`src/hw/rtl/aeut_pkg.sv`:
```
// Package for the absolute encoder unwrap tracker: field widths, beat structs,
// micro-operation codes and the microcode table of the control sequencer.
// Depends on nothing; every other file of the block imports it.
`default_nettype none

package aeut_pkg;

  // Sensor and count sizing.
  localparam int RAW_RESOLUTION = 4096;
  localparam int COUNT_BITS     = 48;

  // Fixed field widths.
  localparam int RAW_W     = 12;
  localparam int EL_W      = 20;
  localparam int TURN_W    = 48;
  localparam int Q_W       = 32;
  localparam int SCALE_W   = 32;
  localparam int CFG_IDX_W = 1;

  // Register indexes of the configuration port.
  localparam logic [CFG_IDX_W-1:0] CFG_REVERSE = CFG_IDX_W'(0);
  localparam logic [CFG_IDX_W-1:0] CFG_SCALE   = CFG_IDX_W'(1);

  localparam logic [SCALE_W-1:0] SCALE_RESET = 32'd6588397;
  // Microseconds per second, the velocity numerator scale.
  localparam logic [SCALE_W-1:0] VEL_SCALE   = 32'd1000000;

  typedef struct packed {
    logic             func;
    logic [RAW_W-1:0] raw_angle;
    logic             read_ok;
    logic [EL_W-1:0]  elapsed_us;
  } sample_t;

  typedef struct packed {
    logic signed [TURN_W-1:0] turn_counts;
    logic signed [Q_W-1:0]    position;
    logic signed [Q_W-1:0]    velocity;
    logic [RAW_W-1:0]         last_raw;
  } result_t;

  typedef struct packed {
    logic                 we;
    logic [CFG_IDX_W-1:0] index;
    logic [SCALE_W-1:0]   data;
  } cfg_wr_t;

  typedef enum logic [3:0] {
    UOP_NOP,
    UOP_FETCH,
    UOP_UNWRAP,
    UOP_ABS,
    UOP_MUL_HI,
    UOP_MUL_LO,
    UOP_POS,
    UOP_DELTA,
    UOP_MUL_V,
    UOP_ROUND,
    UOP_DIV_INIT,
    UOP_DIV_STEP,
    UOP_VEL,
    UOP_KEEPV,
    UOP_ZERO,
    UOP_EMIT
  } uop_t;

  // What a step waits on before the step counter moves.
  typedef enum logic [1:0] {
    HOLD_NONE,
    HOLD_IN,
    HOLD_OUT,
    HOLD_DIV
  } hold_t;

  typedef enum logic [1:0] {
    JC_NEXT,
    JC_ALWAYS,
    JC_REZERO,
    JC_EL_ZERO
  } jcond_t;

  localparam int PC_W = 4;

  localparam logic [PC_W-1:0] PC_FETCH    = 4'd0;
  localparam logic [PC_W-1:0] PC_UNWRAP   = 4'd1;
  localparam logic [PC_W-1:0] PC_ABS      = 4'd2;
  localparam logic [PC_W-1:0] PC_MUL_HI   = 4'd3;
  localparam logic [PC_W-1:0] PC_MUL_LO   = 4'd4;
  localparam logic [PC_W-1:0] PC_POS      = 4'd5;
  localparam logic [PC_W-1:0] PC_DELTA    = 4'd6;
  localparam logic [PC_W-1:0] PC_MUL_V    = 4'd7;
  localparam logic [PC_W-1:0] PC_ROUND    = 4'd8;
  localparam logic [PC_W-1:0] PC_DIV_INIT = 4'd9;
  localparam logic [PC_W-1:0] PC_DIV_STEP = 4'd10;
  localparam logic [PC_W-1:0] PC_VEL      = 4'd11;
  localparam logic [PC_W-1:0] PC_KEEPV    = 4'd12;
  localparam logic [PC_W-1:0] PC_EMIT     = 4'd13;
  localparam logic [PC_W-1:0] PC_ZERO     = 4'd14;

  typedef struct packed {
    uop_t            uop;
    hold_t           hold;
    jcond_t          jc;
    logic [PC_W-1:0] target;
  } ucode_t;

  typedef struct packed {
    uop_t uop;
    logic exec;
  } dp_ctrl_t;

  typedef struct packed {
    logic rezero;
    logic el_zero;
    logic div_last;
  } dp_stat_t;

  // The control program, one word per step.
  function automatic ucode_t aeut_ucode(input logic [PC_W-1:0] pc);
    ucode_t w;
    case (pc)
      PC_FETCH:    w = '{UOP_FETCH,    HOLD_IN,   JC_REZERO,  PC_ZERO};
      PC_UNWRAP:   w = '{UOP_UNWRAP,   HOLD_NONE, JC_NEXT,    PC_FETCH};
      PC_ABS:      w = '{UOP_ABS,      HOLD_NONE, JC_NEXT,    PC_FETCH};
      PC_MUL_HI:   w = '{UOP_MUL_HI,   HOLD_NONE, JC_NEXT,    PC_FETCH};
      PC_MUL_LO:   w = '{UOP_MUL_LO,   HOLD_NONE, JC_NEXT,    PC_FETCH};
      PC_POS:      w = '{UOP_POS,      HOLD_NONE, JC_EL_ZERO, PC_KEEPV};
      PC_DELTA:    w = '{UOP_DELTA,    HOLD_NONE, JC_NEXT,    PC_FETCH};
      PC_MUL_V:    w = '{UOP_MUL_V,    HOLD_NONE, JC_NEXT,    PC_FETCH};
      PC_ROUND:    w = '{UOP_ROUND,    HOLD_NONE, JC_NEXT,    PC_FETCH};
      PC_DIV_INIT: w = '{UOP_DIV_INIT, HOLD_NONE, JC_NEXT,    PC_FETCH};
      PC_DIV_STEP: w = '{UOP_DIV_STEP, HOLD_DIV,  JC_NEXT,    PC_FETCH};
      PC_VEL:      w = '{UOP_VEL,      HOLD_NONE, JC_ALWAYS,  PC_EMIT};
      PC_KEEPV:    w = '{UOP_KEEPV,    HOLD_NONE, JC_NEXT,    PC_FETCH};
      PC_EMIT:     w = '{UOP_EMIT,     HOLD_OUT,  JC_ALWAYS,  PC_FETCH};
      PC_ZERO:     w = '{UOP_ZERO,     HOLD_NONE, JC_ALWAYS,  PC_EMIT};
      default:     w = '{UOP_NOP,      HOLD_NONE, JC_ALWAYS,  PC_FETCH};
    endcase
    return w;
  endfunction

endpackage

`default_nettype wire

```
`src/hw/rtl/absolute_encoder_unwrap_tracker.sv`:
```
// Top level of the absolute encoder unwrap tracker: microcoded step sequencer,
// beat handshakes and the result register. Depends on aeut_pkg and aeut_dpath.
`default_nettype none

// Channel   Direction  Handshake                    Payload
// sample    in         sample_valid / sample_ready  aeut_pkg::sample_t
// result    out        result_valid / result_ready  aeut_pkg::result_t
// config    in         cfg_write_en (no wait)       cfg_index, cfg_data
//
// A full update goes from its sample beat to the result register through
// nine single steps, 31 restoring-divider iterations for the velocity quotient,
// then the velocity and emit steps. Zero elapsed time skips the divide and
// keeps the held velocity; a re-zero (or the first beat after reset) takes the
// zero step alone. A beat is taken only after emit, which holds while the
// previous result is stalled. Reset is synchronous.

module absolute_encoder_unwrap_tracker (
  input  logic                             clk,
  input  logic                             rst,
  input  logic                             sample_valid,
  output logic                             sample_ready,
  input  aeut_pkg::sample_t                sample,
  output logic                             result_valid,
  input  logic                             result_ready,
  output aeut_pkg::result_t                result,
  input  logic                             cfg_write_en,
  input  logic [aeut_pkg::CFG_IDX_W-1:0]   cfg_index,
  input  logic [aeut_pkg::SCALE_W-1:0]     cfg_data
);
  import aeut_pkg::*;

  // Step counter and the control word it selects from the microcode table.
  logic [PC_W-1:0] pc;
  logic [PC_W-1:0] pc_next;
  ucode_t          cw;
  dp_ctrl_t        ctrl;
  dp_stat_t        stat;
  cfg_wr_t         cfg;
  result_t         dp_res;
  logic            out_free;
  logic            go;
  logic            taken;

  assign cw = aeut_ucode(pc);

  // The result register may be loaded when empty or emptied in this cycle.
  assign out_free = ~result_valid | result_ready;

  // The sequencer waits at the fetch step for a sample beat.
  assign sample_ready = (cw.hold == HOLD_IN);

  always_comb begin
    case (cw.hold)
      HOLD_NONE: go = 1'b1;
      HOLD_IN:   go = sample_valid;
      HOLD_OUT:  go = out_free;
      HOLD_DIV:  go = stat.div_last;
      default:   go = 1'b1;
    endcase

    // Divider steps run every cycle; other waiting steps run once, on release.
    ctrl.exec = (cw.hold == HOLD_DIV) ? 1'b1 : go;
    ctrl.uop  = cw.uop;

    if (!go) begin
      pc_next = pc;
    end else begin
      case (cw.jc)
        JC_NEXT:    pc_next = pc + PC_W'(1);
        JC_ALWAYS:  pc_next = cw.target;
        JC_REZERO:  pc_next = stat.rezero ? cw.target : pc + PC_W'(1);
        JC_EL_ZERO: pc_next = stat.el_zero ? cw.target : pc + PC_W'(1);
        default:    pc_next = PC_FETCH;
      endcase
    end
  end

  assign taken = ctrl.exec & (cw.uop == UOP_EMIT);

  assign cfg.we    = cfg_write_en;
  assign cfg.index = cfg_index;
  assign cfg.data  = cfg_data;

  aeut_dpath u_dpath (
    .clk    (clk),
    .rst    (rst),
    .ctrl   (ctrl),
    .cfg    (cfg),
    .sample (sample),
    .stat   (stat),
    .res    (dp_res)
  );

  always_ff @(posedge clk) begin
    if (rst) begin
      pc           <= PC_FETCH;
      result_valid <= 1'b0;
    end else begin
      pc <= pc_next;
      if (taken) begin
        result_valid <= 1'b1;
        result       <= dp_res;
      end else if (result_ready) begin
        result_valid <= 1'b0;
      end
    end
  end

  // A sample beat always moves the sequencer off the fetch step.
  a_fetch_leaves : assert property (@(posedge clk) disable iff (rst)
    sample_valid && sample_ready |=> !sample_ready)
    else $error("sequencer stayed at fetch after a sample beat");

  // A new result only appears out of the emit step.
  a_rise_from_emit : assert property (@(posedge clk) disable iff (rst)
    $rose(result_valid) |-> $past(pc) == PC_EMIT)
    else $error("result raised outside the emit step");

  // The emit step waits while an earlier result is still stalled.
  a_emit_waits : assert property (@(posedge clk) disable iff (rst)
    pc == PC_EMIT && result_valid && !result_ready |=> pc == PC_EMIT)
    else $error("emit step passed a stalled result");

endmodule

`default_nettype wire

```
`src/hw/rtl/aeut_dpath.sv`:
```
// Datapath of the unwrap tracker: tracker state, configuration registers,
// one shared 32x32 multiplier and a radix-2 restoring divider.
// Depends on aeut_pkg; driven step by step by the sequencer in the top level.
`default_nettype none

module aeut_dpath (
  input  logic               clk,
  input  logic               rst,
  input  aeut_pkg::dp_ctrl_t ctrl,
  input  aeut_pkg::cfg_wr_t  cfg,
  input  aeut_pkg::sample_t  sample,
  output aeut_pkg::dp_stat_t stat,
  output aeut_pkg::result_t  res
);
  import aeut_pkg::*;

  localparam int CNT_W    = COUNT_BITS;
  localparam int RAW_B    = $clog2(RAW_RESOLUTION);
  localparam int D_W      = ((RAW_B > RAW_W) ? RAW_B : RAW_W) + 2;
  localparam int MAG_W    = 64;
  localparam int HALF_W   = MAG_W / 2;
  localparam int PROD_W   = 64;
  localparam int DIV_BITS = Q_W - 1;
  localparam int ITER_W   = $clog2(DIV_BITS + 1);
  localparam int N_W      = Q_W + EL_W + 1;
  localparam int TOP_W    = N_W - DIV_BITS;

  localparam logic [RAW_W-1:0]      RAW_MASK = RAW_W'(RAW_RESOLUTION - 1);
  localparam logic signed [D_W-1:0] HALF     = D_W'(RAW_RESOLUTION / 2);
  localparam logic signed [D_W-1:0] FULL     = D_W'(RAW_RESOLUTION);
  localparam logic signed [CNT_W-1:0] CNT_MAX = {1'b0, {(CNT_W-1){1'b1}}};
  localparam logic signed [CNT_W-1:0] CNT_MIN = {1'b1, {(CNT_W-1){1'b0}}};
  localparam logic signed [Q_W-1:0]   Q_MAX   = {1'b0, {(Q_W-1){1'b1}}};
  localparam logic signed [Q_W-1:0]   Q_MIN   = {1'b1, {(Q_W-1){1'b0}}};

  // Signed saturation of a sign and magnitude to Q_W bits.
  function automatic logic signed [Q_W-1:0] clamp_q(input logic neg,
                                                    input logic [MAG_W-1:0] mag);
    logic big;
    logic [Q_W-1:0] low;
    big = (mag[MAG_W-1:Q_W-1] != '0);
    low = mag[Q_W-1:0];
    if (neg) begin
      return big ? Q_MIN : $signed(Q_W'(0) - low);
    end
    return big ? Q_MAX : $signed(low);
  endfunction

  // Configuration.
  logic               reverse_dir;
  logic [SCALE_W-1:0] scale;

  // Tracker state.
  logic [RAW_W-1:0]        prev_raw;
  logic signed [CNT_W-1:0] total;
  logic signed [Q_W-1:0]   held_vel;
  logic signed [Q_W-1:0]   prev_pos;
  logic                    primed;

  // Working registers of one item.
  logic [RAW_W-1:0]      raw_cur;
  logic [EL_W-1:0]       el;
  logic signed [Q_W-1:0] pos;
  logic                  neg;
  logic [MAG_W-1:0]      mag;
  logic [PROD_W-1:0]     prod;
  logic                  hi_ovf;
  logic [15:0]           hi16;
  logic [Q_W-1:0]        dp_mag;
  logic [N_W-1:0]        num;
  logic                  div_ovf;
  logic [EL_W-1:0]       rem;
  logic [DIV_BITS-1:0]   qsh;
  logic [ITER_W-1:0]     iter;

  // Sample selection: a failed read reuses the stored raw value.
  logic [RAW_W-1:0] raw_sel;
  assign raw_sel = sample.read_ok ? (sample.raw_angle & RAW_MASK) : prev_raw;

  // Unwrap and saturating count update.
  logic signed [D_W-1:0]   d_raw, d_wrap, d_dir;
  logic signed [CNT_W:0]   cnt_sum;
  logic signed [CNT_W-1:0] cnt_next;

  always_comb begin
    d_raw = $signed(D_W'(raw_cur)) - $signed(D_W'(prev_raw));
    if (d_raw > HALF) begin
      d_wrap = d_raw - FULL;
    end else if (d_raw < -HALF) begin
      d_wrap = d_raw + FULL;
    end else begin
      d_wrap = d_raw;
    end
    d_dir   = reverse_dir ? -d_wrap : d_wrap;
    cnt_sum = (CNT_W+1)'(total) + (CNT_W+1)'(d_dir);
    if (cnt_sum[CNT_W] != cnt_sum[CNT_W-1]) begin
      cnt_next = cnt_sum[CNT_W] ? CNT_MIN : CNT_MAX;
    end else begin
      cnt_next = cnt_sum[CNT_W-1:0];
    end
  end

  // Count magnitude.
  logic signed [MAG_W-1:0] cnt_ext;
  logic [MAG_W-1:0]        cnt_abs;
  assign cnt_ext = MAG_W'(total);
  assign cnt_abs = total[CNT_W-1] ? -cnt_ext : cnt_ext;

  // Shared multiplier.
  logic [HALF_W-1:0] mul_a;
  logic [SCALE_W-1:0] mul_b;
  logic [PROD_W-1:0] mul_p;

  always_comb begin
    case (ctrl.uop)
      UOP_MUL_HI: mul_a = mag[MAG_W-1:HALF_W];
      UOP_MUL_LO: mul_a = mag[HALF_W-1:0];
      UOP_MUL_V:  mul_a = dp_mag;
      default:    mul_a = '0;
    endcase
    mul_b = (ctrl.uop == UOP_MUL_V) ? VEL_SCALE : scale;
    mul_p = PROD_W'(mul_a) * PROD_W'(mul_b);
  end

  // Position: rounded Q16.16 from the two partial products.
  logic [PROD_W:0]              round_lo;
  logic [MAG_W-1:0]             pos_mag;
  logic signed [Q_W-1:0]        pos_val;

  always_comb begin
    round_lo = (PROD_W+1)'(prod) + (PROD_W+1)'(17'h08000);
    pos_mag  = MAG_W'({hi16, 16'h0000}) + MAG_W'(round_lo[PROD_W:16]);
    pos_val  = hi_ovf ? clamp_q(neg, '1) : clamp_q(neg, pos_mag);
  end

  // Position change.
  logic signed [Q_W:0] dp, dp_abs;
  assign dp     = (Q_W+1)'(pos) - (Q_W+1)'(prev_pos);
  assign dp_abs = dp[Q_W] ? -dp : dp;

  // Divider.
  logic [TOP_W-1:0] num_top;
  logic [EL_W+1:0]  trial;
  logic             borrow;
  assign num_top = num[N_W-1:DIV_BITS];
  assign trial   = {1'b0, rem, qsh[DIV_BITS-1]} - (EL_W+2)'(el);
  assign borrow  = trial[EL_W+1];

  always_ff @(posedge clk) begin
    if (rst) begin
      reverse_dir <= 1'b0;
      scale       <= SCALE_RESET;
      prev_raw    <= '0;
      total       <= '0;
      held_vel    <= '0;
      prev_pos    <= '0;
      primed      <= 1'b0;
      iter        <= '0;
    end else begin
      if (cfg.we) begin
        case (cfg.index)
          CFG_REVERSE: reverse_dir <= cfg.data[0];
          CFG_SCALE:   scale <= cfg.data;
          default:     ;
        endcase
      end
      if (ctrl.exec) begin
        case (ctrl.uop)
          UOP_FETCH: begin
            raw_cur <= raw_sel;
            el      <= sample.elapsed_us;
          end
          UOP_UNWRAP: begin
            total    <= cnt_next;
            prev_raw <= raw_cur;
          end
          UOP_ABS: begin
            neg <= total[CNT_W-1];
            mag <= cnt_abs;
          end
          UOP_MUL_HI: prod <= mul_p;
          UOP_MUL_LO: begin
            hi_ovf <= (prod[PROD_W-1:16] != '0);
            hi16   <= prod[15:0];
            prod   <= mul_p;
          end
          UOP_POS: pos <= pos_val;
          UOP_DELTA: begin
            neg    <= dp[Q_W];
            dp_mag <= dp_abs[Q_W-1:0];
          end
          UOP_MUL_V: prod <= mul_p;
          UOP_ROUND: num <= prod[N_W-1:0] + N_W'(el >> 1);
          UOP_DIV_INIT: begin
            // A quotient of 2^31 or more saturates, so only 31 bits are formed.
            div_ovf <= (num_top >= TOP_W'(el));
            rem     <= num_top[EL_W-1:0];
            qsh     <= num[DIV_BITS-1:0];
            iter    <= ITER_W'(DIV_BITS);
          end
          UOP_DIV_STEP: begin
            rem  <= borrow ? {rem[EL_W-2:0], qsh[DIV_BITS-1]} : trial[EL_W-1:0];
            qsh  <= {qsh[DIV_BITS-2:0], ~borrow};
            iter <= iter - ITER_W'(1);
          end
          UOP_VEL: begin
            held_vel <= div_ovf ? clamp_q(neg, '1) : clamp_q(neg, MAG_W'(qsh));
            prev_pos <= pos;
          end
          UOP_KEEPV: prev_pos <= pos;
          UOP_ZERO: begin
            prev_raw <= raw_cur;
            total    <= '0;
            held_vel <= '0;
            prev_pos <= '0;
            pos      <= '0;
            primed   <= 1'b1;
          end
          default: ;
        endcase
      end
    end
  end

  assign stat.rezero   = sample.func | ~primed;
  assign stat.el_zero  = (el == '0);
  assign stat.div_last = (iter == ITER_W'(1));

  assign res.turn_counts = TURN_W'(total);
  assign res.position    = pos;
  assign res.velocity    = held_vel;
  assign res.last_raw    = prev_raw;

endmodule

`default_nettype wire
```
`config.mk`:
```
export PLATFORM = sky130hd
export DESIGN_NAME = absolute_encoder_unwrap_tracker
export DESIGN_NICKNAME = d
export VERILOG_FILES = /design/src/hw/rtl/aeut_pkg.sv /design/src/hw/rtl/absolute_encoder_unwrap_tracker.sv /design/src/hw/rtl/aeut_dpath.sv
export SDC_FILE = /design/constraint.sdc
export NUM_CORES = 2
export LEC_CHECK = 0
export ABC_CLOCK_PERIOD_IN_PS = 15500
export BUFFER_PORTS_ARGS = -buffer_cell sky130_fd_sc_hd__buf_2
export CAP_MARGIN = 0
export CORE_MARGIN = 2
export CORE_UTILIZATION = 45
export DETAILED_ROUTE_END_ITERATION = 12
export PLACE_DENSITY = 0.68
export SLEW_MARGIN = 20
export SYNTH_ARGS = -nofsm -noshare
export SYNTH_HDL_FRONTEND = slang
export SYNTH_HIERARCHICAL = 1
export SYNTH_SLANG_ARGS = --single-unit
```
`constraint.sdc`:
```
create_clock -name clk -period 15.5 [get_ports clk]
set_input_delay 0.775 -clock clk [delete_from_list [all_inputs] [get_ports clk]]
set_output_delay 0.775 -clock clk [all_outputs]
set_load 0.05 [all_outputs]
```
Yosys cells after proc, flatten, opt, wreduce, memory -nomap -nowiden
Memory sizes are Yosys's and may differ from the RTL's. A register that Yosys moved wholly into a read port is not among the register bits.
Cells that the tools add are included.
{ "classes": {"add_sub_neg": 16, "multipliers": 1, "magnitude_cmp": 3, "n_eq_ne": 23, "muxes": 43, "bitwise": 8, "reduce_logical": 34} }
{ "ops": {"columns": ["op", "count"], "rows": [
  ["two-way mux 32 bit", 13],
  ["case mux 32 bit (2 select lines)", 3],
  ["two-way mux 48 bit", 2],
  ["case mux 32 bit (3 select lines)", 1],
  ["case mux 48 bit (2 select lines)", 1],
  ["adder 64 x 16 -> 65 bit, second input constant", 1],
  ["multiplier 32 x 32 -> 64 bit", 1],
  ["negator 48 -> 64 bit", 1],
  ["case mux 31 bit (2 select lines)", 1],
  ["adder 53 x 19 -> 53 bit", 1],
  ["adder 32 x 49 -> 50 bit", 1],
  ["adder 48 x 14 -> 49 bit", 1],
  ["nonzero test 48 bit", 1],
  ["two-way mux 47 bit", 1],
  ["two-way mux 14 bit", 3],
  ["case mux 20 bit (2 select lines)", 1],
  ["nonzero test 33 bit", 1],
  ["subtractor 32 x 32 -> 33 bit", 1],
  ["equality test 4 bit, second input constant", 8],
  ["negator 32 bit", 1],
  ["subtractor 1 x 31 -> 32 bit, first input constant", 1],
  ["subtractor 1 x 32 -> 32 bit, first input constant", 1],
  ["AND reduction 3 bit", 10],
  ["greater-or-equal comparator 22 x 20 -> 1 bit", 1],
  ["33 further kinds", 71]
]} }
{ "totals": {"ff_bits": 639, "romBits": 192, "input_bits": 72, "output_inout_bits": 126, "n_memories": 1} }
{ "mem_list": {"columns": ["memory", "depth", "width", "read_ports", "rd_ports_with_merged_regs", "wr", "line_no", "source"], "rows": [
  ["(name not given)", 16, 12, 1, 1, 0, "aeut_pkg.sv:121", "case (pc)"]
]} }

Depth between registers and ports, before layout
{ "depth": {"depth_word": 10, "depth_mapped": 39, "depth_no_buf": 34} }

Cells and area by module
The synthesis kept the hierarchy.
{ "modules_own_cells": {"columns": ["mod", "instances", "cells_each", "area_each_um2", "seq_area_each_um2"], "rows": [
  ["aeut_dpath", 1, 7229, 64131.5, 13683.1],
  ["absolute_encoder_unwrap_tracker", 1, 213, 4616.9, 4043.9]
]} }

Worst setup path after synthesis
OpenSTA, ideal clock, no wires.
{ "synth_timing": {"path_kind": "input -> register", "from": "input port rst", "to": "register result[0] (netlist bit) (enable)", "setup_time_ns": 0.915, "arrival_ns": 12.778, "required_time_ns": 14.585, "path_slack_ns": 1.807, "cell_stages": 1, "cell_sequence": "nor4_1"} }
{ "synth_between": {"elab_chain_len": 2} }
{ "synth_rtl": {"columns": ["element", "line_no", "source"], "rows": [
  ["start, declared", "absolute_encoder_unwrap_tracker.sv:19", "input logic rst,"],
  ["inverter 1 bit (no source line)", null, null],
  ["AND reduction 2 bit (no source line)", null, null],
  ["end signal, assigned", "absolute_encoder_unwrap_tracker.sv:102", "result <= dp_res;"],
  ["end, declared", "absolute_encoder_unwrap_tracker.sv:25", "output aeut_pkg::result_t result,"]
]} }
No other way between the ends.
A chain may end at the register's enable or synchronous reset.

Worst setup path in the final report
{ "layout_timing": {"from": "register, netlist name cw[10]", "to": "register u_dpath.prod[49], data pin"} }
{ "layout_between": {"elab_chain_len": 3} }
{ "layout_rtl": {"columns": ["element", "line_no", "source"], "rows": [
  ["equality test 4 bit / equality test 4 x 3 -> 1 bit (equally long branches)", "aeut_dpath.sv:115, aeut_dpath.sv:121", null],
  ["case mux 32 bit (3 select lines) / two-way mux 32 bit (equally long branches)", "aeut_dpath.sv:115, aeut_dpath.sv:121", null],
  ["multiplier 32 x 32 -> 64 bit *", "aeut_dpath.sv:122", "mul_p = PROD_W'(mul_a) * PROD_W'(mul_b);"],
  ["net u_dpath.mul_p[49]", "aeut_dpath.sv:112", "logic [PROD_W-1:0] mul_p;"],
  ["end signal, assigned", "aeut_dpath.sv:181", "UOP_MUL_HI: prod <= mul_p;"],
  ["end signal, assigned", "aeut_dpath.sv:185", "prod <= mul_p;"],
  ["end signal, assigned", "aeut_dpath.sv:192", "UOP_MUL_V: prod <= mul_p;"],
  ["end, declared", "aeut_dpath.sv:66", "logic [PROD_W-1:0] prod;"]
]} }
Mark *: on every way through the listed nets, which the timed path passes. The rest lies on a longest branch.

==> summary.txt <==
Status
  • Status: complete, but fails checks
  • Failing checks: design-rule violations

Global route
  • Largest net degree at the start of global routing: 76
  • Vias in the first global route: approximately 55000
  • GR peak layer: met2
  • Initial antenna violation count: 2
  • GR Layer Usage met1: 37.0%
  • Met2 global-route usage: around 44%
  • First-pass GRT wire length: between 300000 and 400000 um
  • M3 GR Usage: under 10%
  • Grt ovf: 0
  • GRT Util Overall: between 20 and 30%

Yosys
  • Yosys reg bits: 650
  • Ys async rst share: 0%
  • Yosys warns: 6
  • Predominant post-synthesis flop cell: edfxtp_1
  • Post-synth EDFFs: between 400 and 500
  • Avg Inst Size Synth: just over 9 um^2
  • Count leader, synth: inv_1
  • Yosys cell types: 97
  • Post-synth top cells: inv_1 (1070), nor2_1 (916), fa_1 (902)
  • Leading area contributor after synthesis: fa_1
  • Cell Area, Synth: a little under 70000 um^2
  • Yosys top cell area share: 26.3%
  • Top post-synthesis cells by area: fa_1 (26%), edfxtp_1 (21%), ha_1 (8.1%)
  • Post-synthesis cell count: about 7400
  • Sequential area share after synthesis: between 20 and 30%

Clock tree
  • Post-CTS Setup Bufs: 0
  • H-Tree Depth: 3
  • CTS Root Cell: clkbuf_16
  • CTS buffer count: 69
  • Clock slew at reported path FFs: ~0.060 ns
  • PostCTS Resize Cnt: 0
  • Clk Latency, worst-skew pair: 0.67 ns
  • Clk sinks: 650
  • CTS tree: done
  • Cts hold-fix bufs: 0
  • Clk buf depth: 3

Detailed routing
  • Routed vias: 55071
  • Drt drc: 1
  • WL final: ~220000 um
  • Post-route ant nets: 0
  • WL/cell: around 23 um
  • Vias per cell: between 5 and 6
  • Drt first pass iters: 12
  • Initial drt markers: about 5200

Finish
  • Final net count: 8887
  • Fin util: between 40% and 50%
  • Fillers: between 10000 and 15000
  • Multi-input logic area: 45800 um^2
  • Layout area overhead: 8.22%
  • Layout cells sized above 1: 7.39%
  • Register area: roughly 18000 um^2
  • Ant diodes: 0

Setup path
  • R2R Path End: u_dpath/prod[49]$_DFFE_PP_
  • Startpoint types: flop
  • Critical path class: flop to flop
  • CP max-delay cell: nand2_1
  • CP Data Arrival Time: around 11 ns
  • CP most frequent cell: fa_1
  • CP Max Fanout: 56
  • Reg2Reg Depth: 30
  • R2r setup slk: roughly 4.6 ns
  • Worst reg2reg startpoint: cw[10]$_DFF_P_
  • Critical Path Max Stage Delay: 0.94 ns
  • CP Capture Type: flop
  • CP Data Required Time: 15.91 ns

Die
  • Die Wd: 395 um
  • Core Box Area: 152000 um^2
  • Die height: between 300 and 400 um
  • Die area: approximately 160000 um^2
  • Row cnt: 143
  • Boundary Pins: around 200
  • Initial Utilization: about 45%

STA
  • Hold Violations, Final: 0
  • Slack of the critical path: approximately 4.6 ns
  • Fin crit share: slightly above 70%
  • RSZ-0062 raised after global routing: false
  • Slew HR: between 10% and 20%
  • Tmin final: about 11 ns
  • Fmax: about 0.09 GHz
  • Max Slew Vio Count: 0
  • Clock Skews: 0.0287 ns
  • Final setup viols: 0
  • Hold slack: 0.282 ns
  • Final setup TNS: 0 ns
  • Worst-Margin Slew: about 1.3 ns

Job
  • Max cap viols: 0

Placement
  • Port bufs: slightly below 200
  • RePlAce Congestion: around 1.0
  • DP HPWL: approximately 170000 um
  • Pre-CTS setup slack: approximately 4.7 ns

Hold path
  • Worst Hold Depth: 1
  • Hold crit path type: input pin to flop
  • Hold path start: sample[17]
  • Hold path endpoint: u_dpath/el[17]$_DFFE_PP_

Power and ir drop
  • Static leakage: 0.0331 uW
  • Pwr dens: ~150 nW/um^2
  • Max VDD drop: 0.000131 V
  • Pwr Total: between 10000 and 15000 uW
[how the worst max path moves through the flow]
stage	start	depth (start not counted)	end
2_1_floorplan	rst	1	result[0]$_DFFE_PP_
3_3_place_gp	cw[10]$_DFF_P_	31	u_dpath/prod[49]$_DFFE_PP_
3_5_place_dp	cw[10]$_DFF_P_	31	u_dpath/prod[49]$_DFFE_PP_
4_1_cts	cw[10]$_DFF_P_	31	u_dpath/prod[49]$_DFFE_PP_
5_1_grt	cw[10]$_DFF_P_	31	u_dpath/prod[49]$_DFFE_PP_
6_report	cw[10]$_DFF_P_	30	u_dpath/prod[49]$_DFFE_PP_
[power breakdown]
| group | switching [uW] | internal [uW] | leakage [uW] |
|---|---|---|---|
| Combinational | 4490 | 2440 | 0.0261 |
| Sequential | 231 | 2190 | 0.00576 |
| Clock | 764 | 1060 | 0.00123 |
| Total | 5480 | 5690 | 0.0331 |
[logic make-up after synthesis]
family / Yosys count / share of synthesized area [%]
mux: 58 / 0.910
compound gates: 1180 / 11.1
fa+ha+maj: 1345 / 34.3
simple gates: 2424 / 15.6
other cells: 1 / 0.00545
flops: 650 / 25.8
xor+xnor: 348 / 4.43
buf+inv: 1436 / 7.88
[critical path: cells and delay by family, from the launching register on]
family / cells / cell delay (ns)
compound gates: 9 / 2.60
xor+xnor: 1 / 0.10
fa+ha+maj: 9 / 4.31
buf+inv: 6 / 0.34
flops: 1 / 0.56
simple gates: 5 / 2.73
[cell usage in the layout, fill, tap and decap left out, types with 178 or more instances in the layout]
cell         n
inv_1     1070
nor2_1     909
fa_1       902
nand2_1    870
edfxtp_1   471
ha_1       443
a21oi_1    339
o21ai_0    256
xnor2_1    234
buf_2      196
dfxtp_1    178
[cell type report]
| cell class | count | area share (%) |
|---|---|---|
| Tap cell | 2030 | 3.41 |
| Timing Repair Buffer | 306 | 2.43 |
| Clock inverter | 37 | 0.765 |
| Inverter | 1072 | 5.41 |
| Multi-Input combinational cell | 5371 | 61.5 |
| Clock buffer | 91 | 2.61 |
| Sequential cell | 650 | 23.8 |
[routing by layer]
| metal | part of all wire [%] | wire length [um] |
|---|---|---|
| met5 | 0.0058 | 13 |
| met4 | 6.1 | 13600 |
| met3 | 10 | 23300 |
| met2 | 44 | 98000 |
| met1 | 40 | 88300 |
[sequential cells by signal (all words and copies together), names as in the netlist, 48 cells and up]
| signal | flops |
|---|---|
| u_dpath/prod | 64 |
| u_dpath/total | 48 |
| result | 124 |
| u_dpath/mag | 64 |
| u_dpath/num | 53 |
[through the flow]
step,cells,instance area (um^2)
2_1_floorplan,7457,68800
3_3_place_gp,9429,71900
3_5_place_dp,9429,71900
4_1_cts,9557,74400
5_1_grt,9557,74400
6_report,9557,74400
Power figures use the tool's default switching activity.
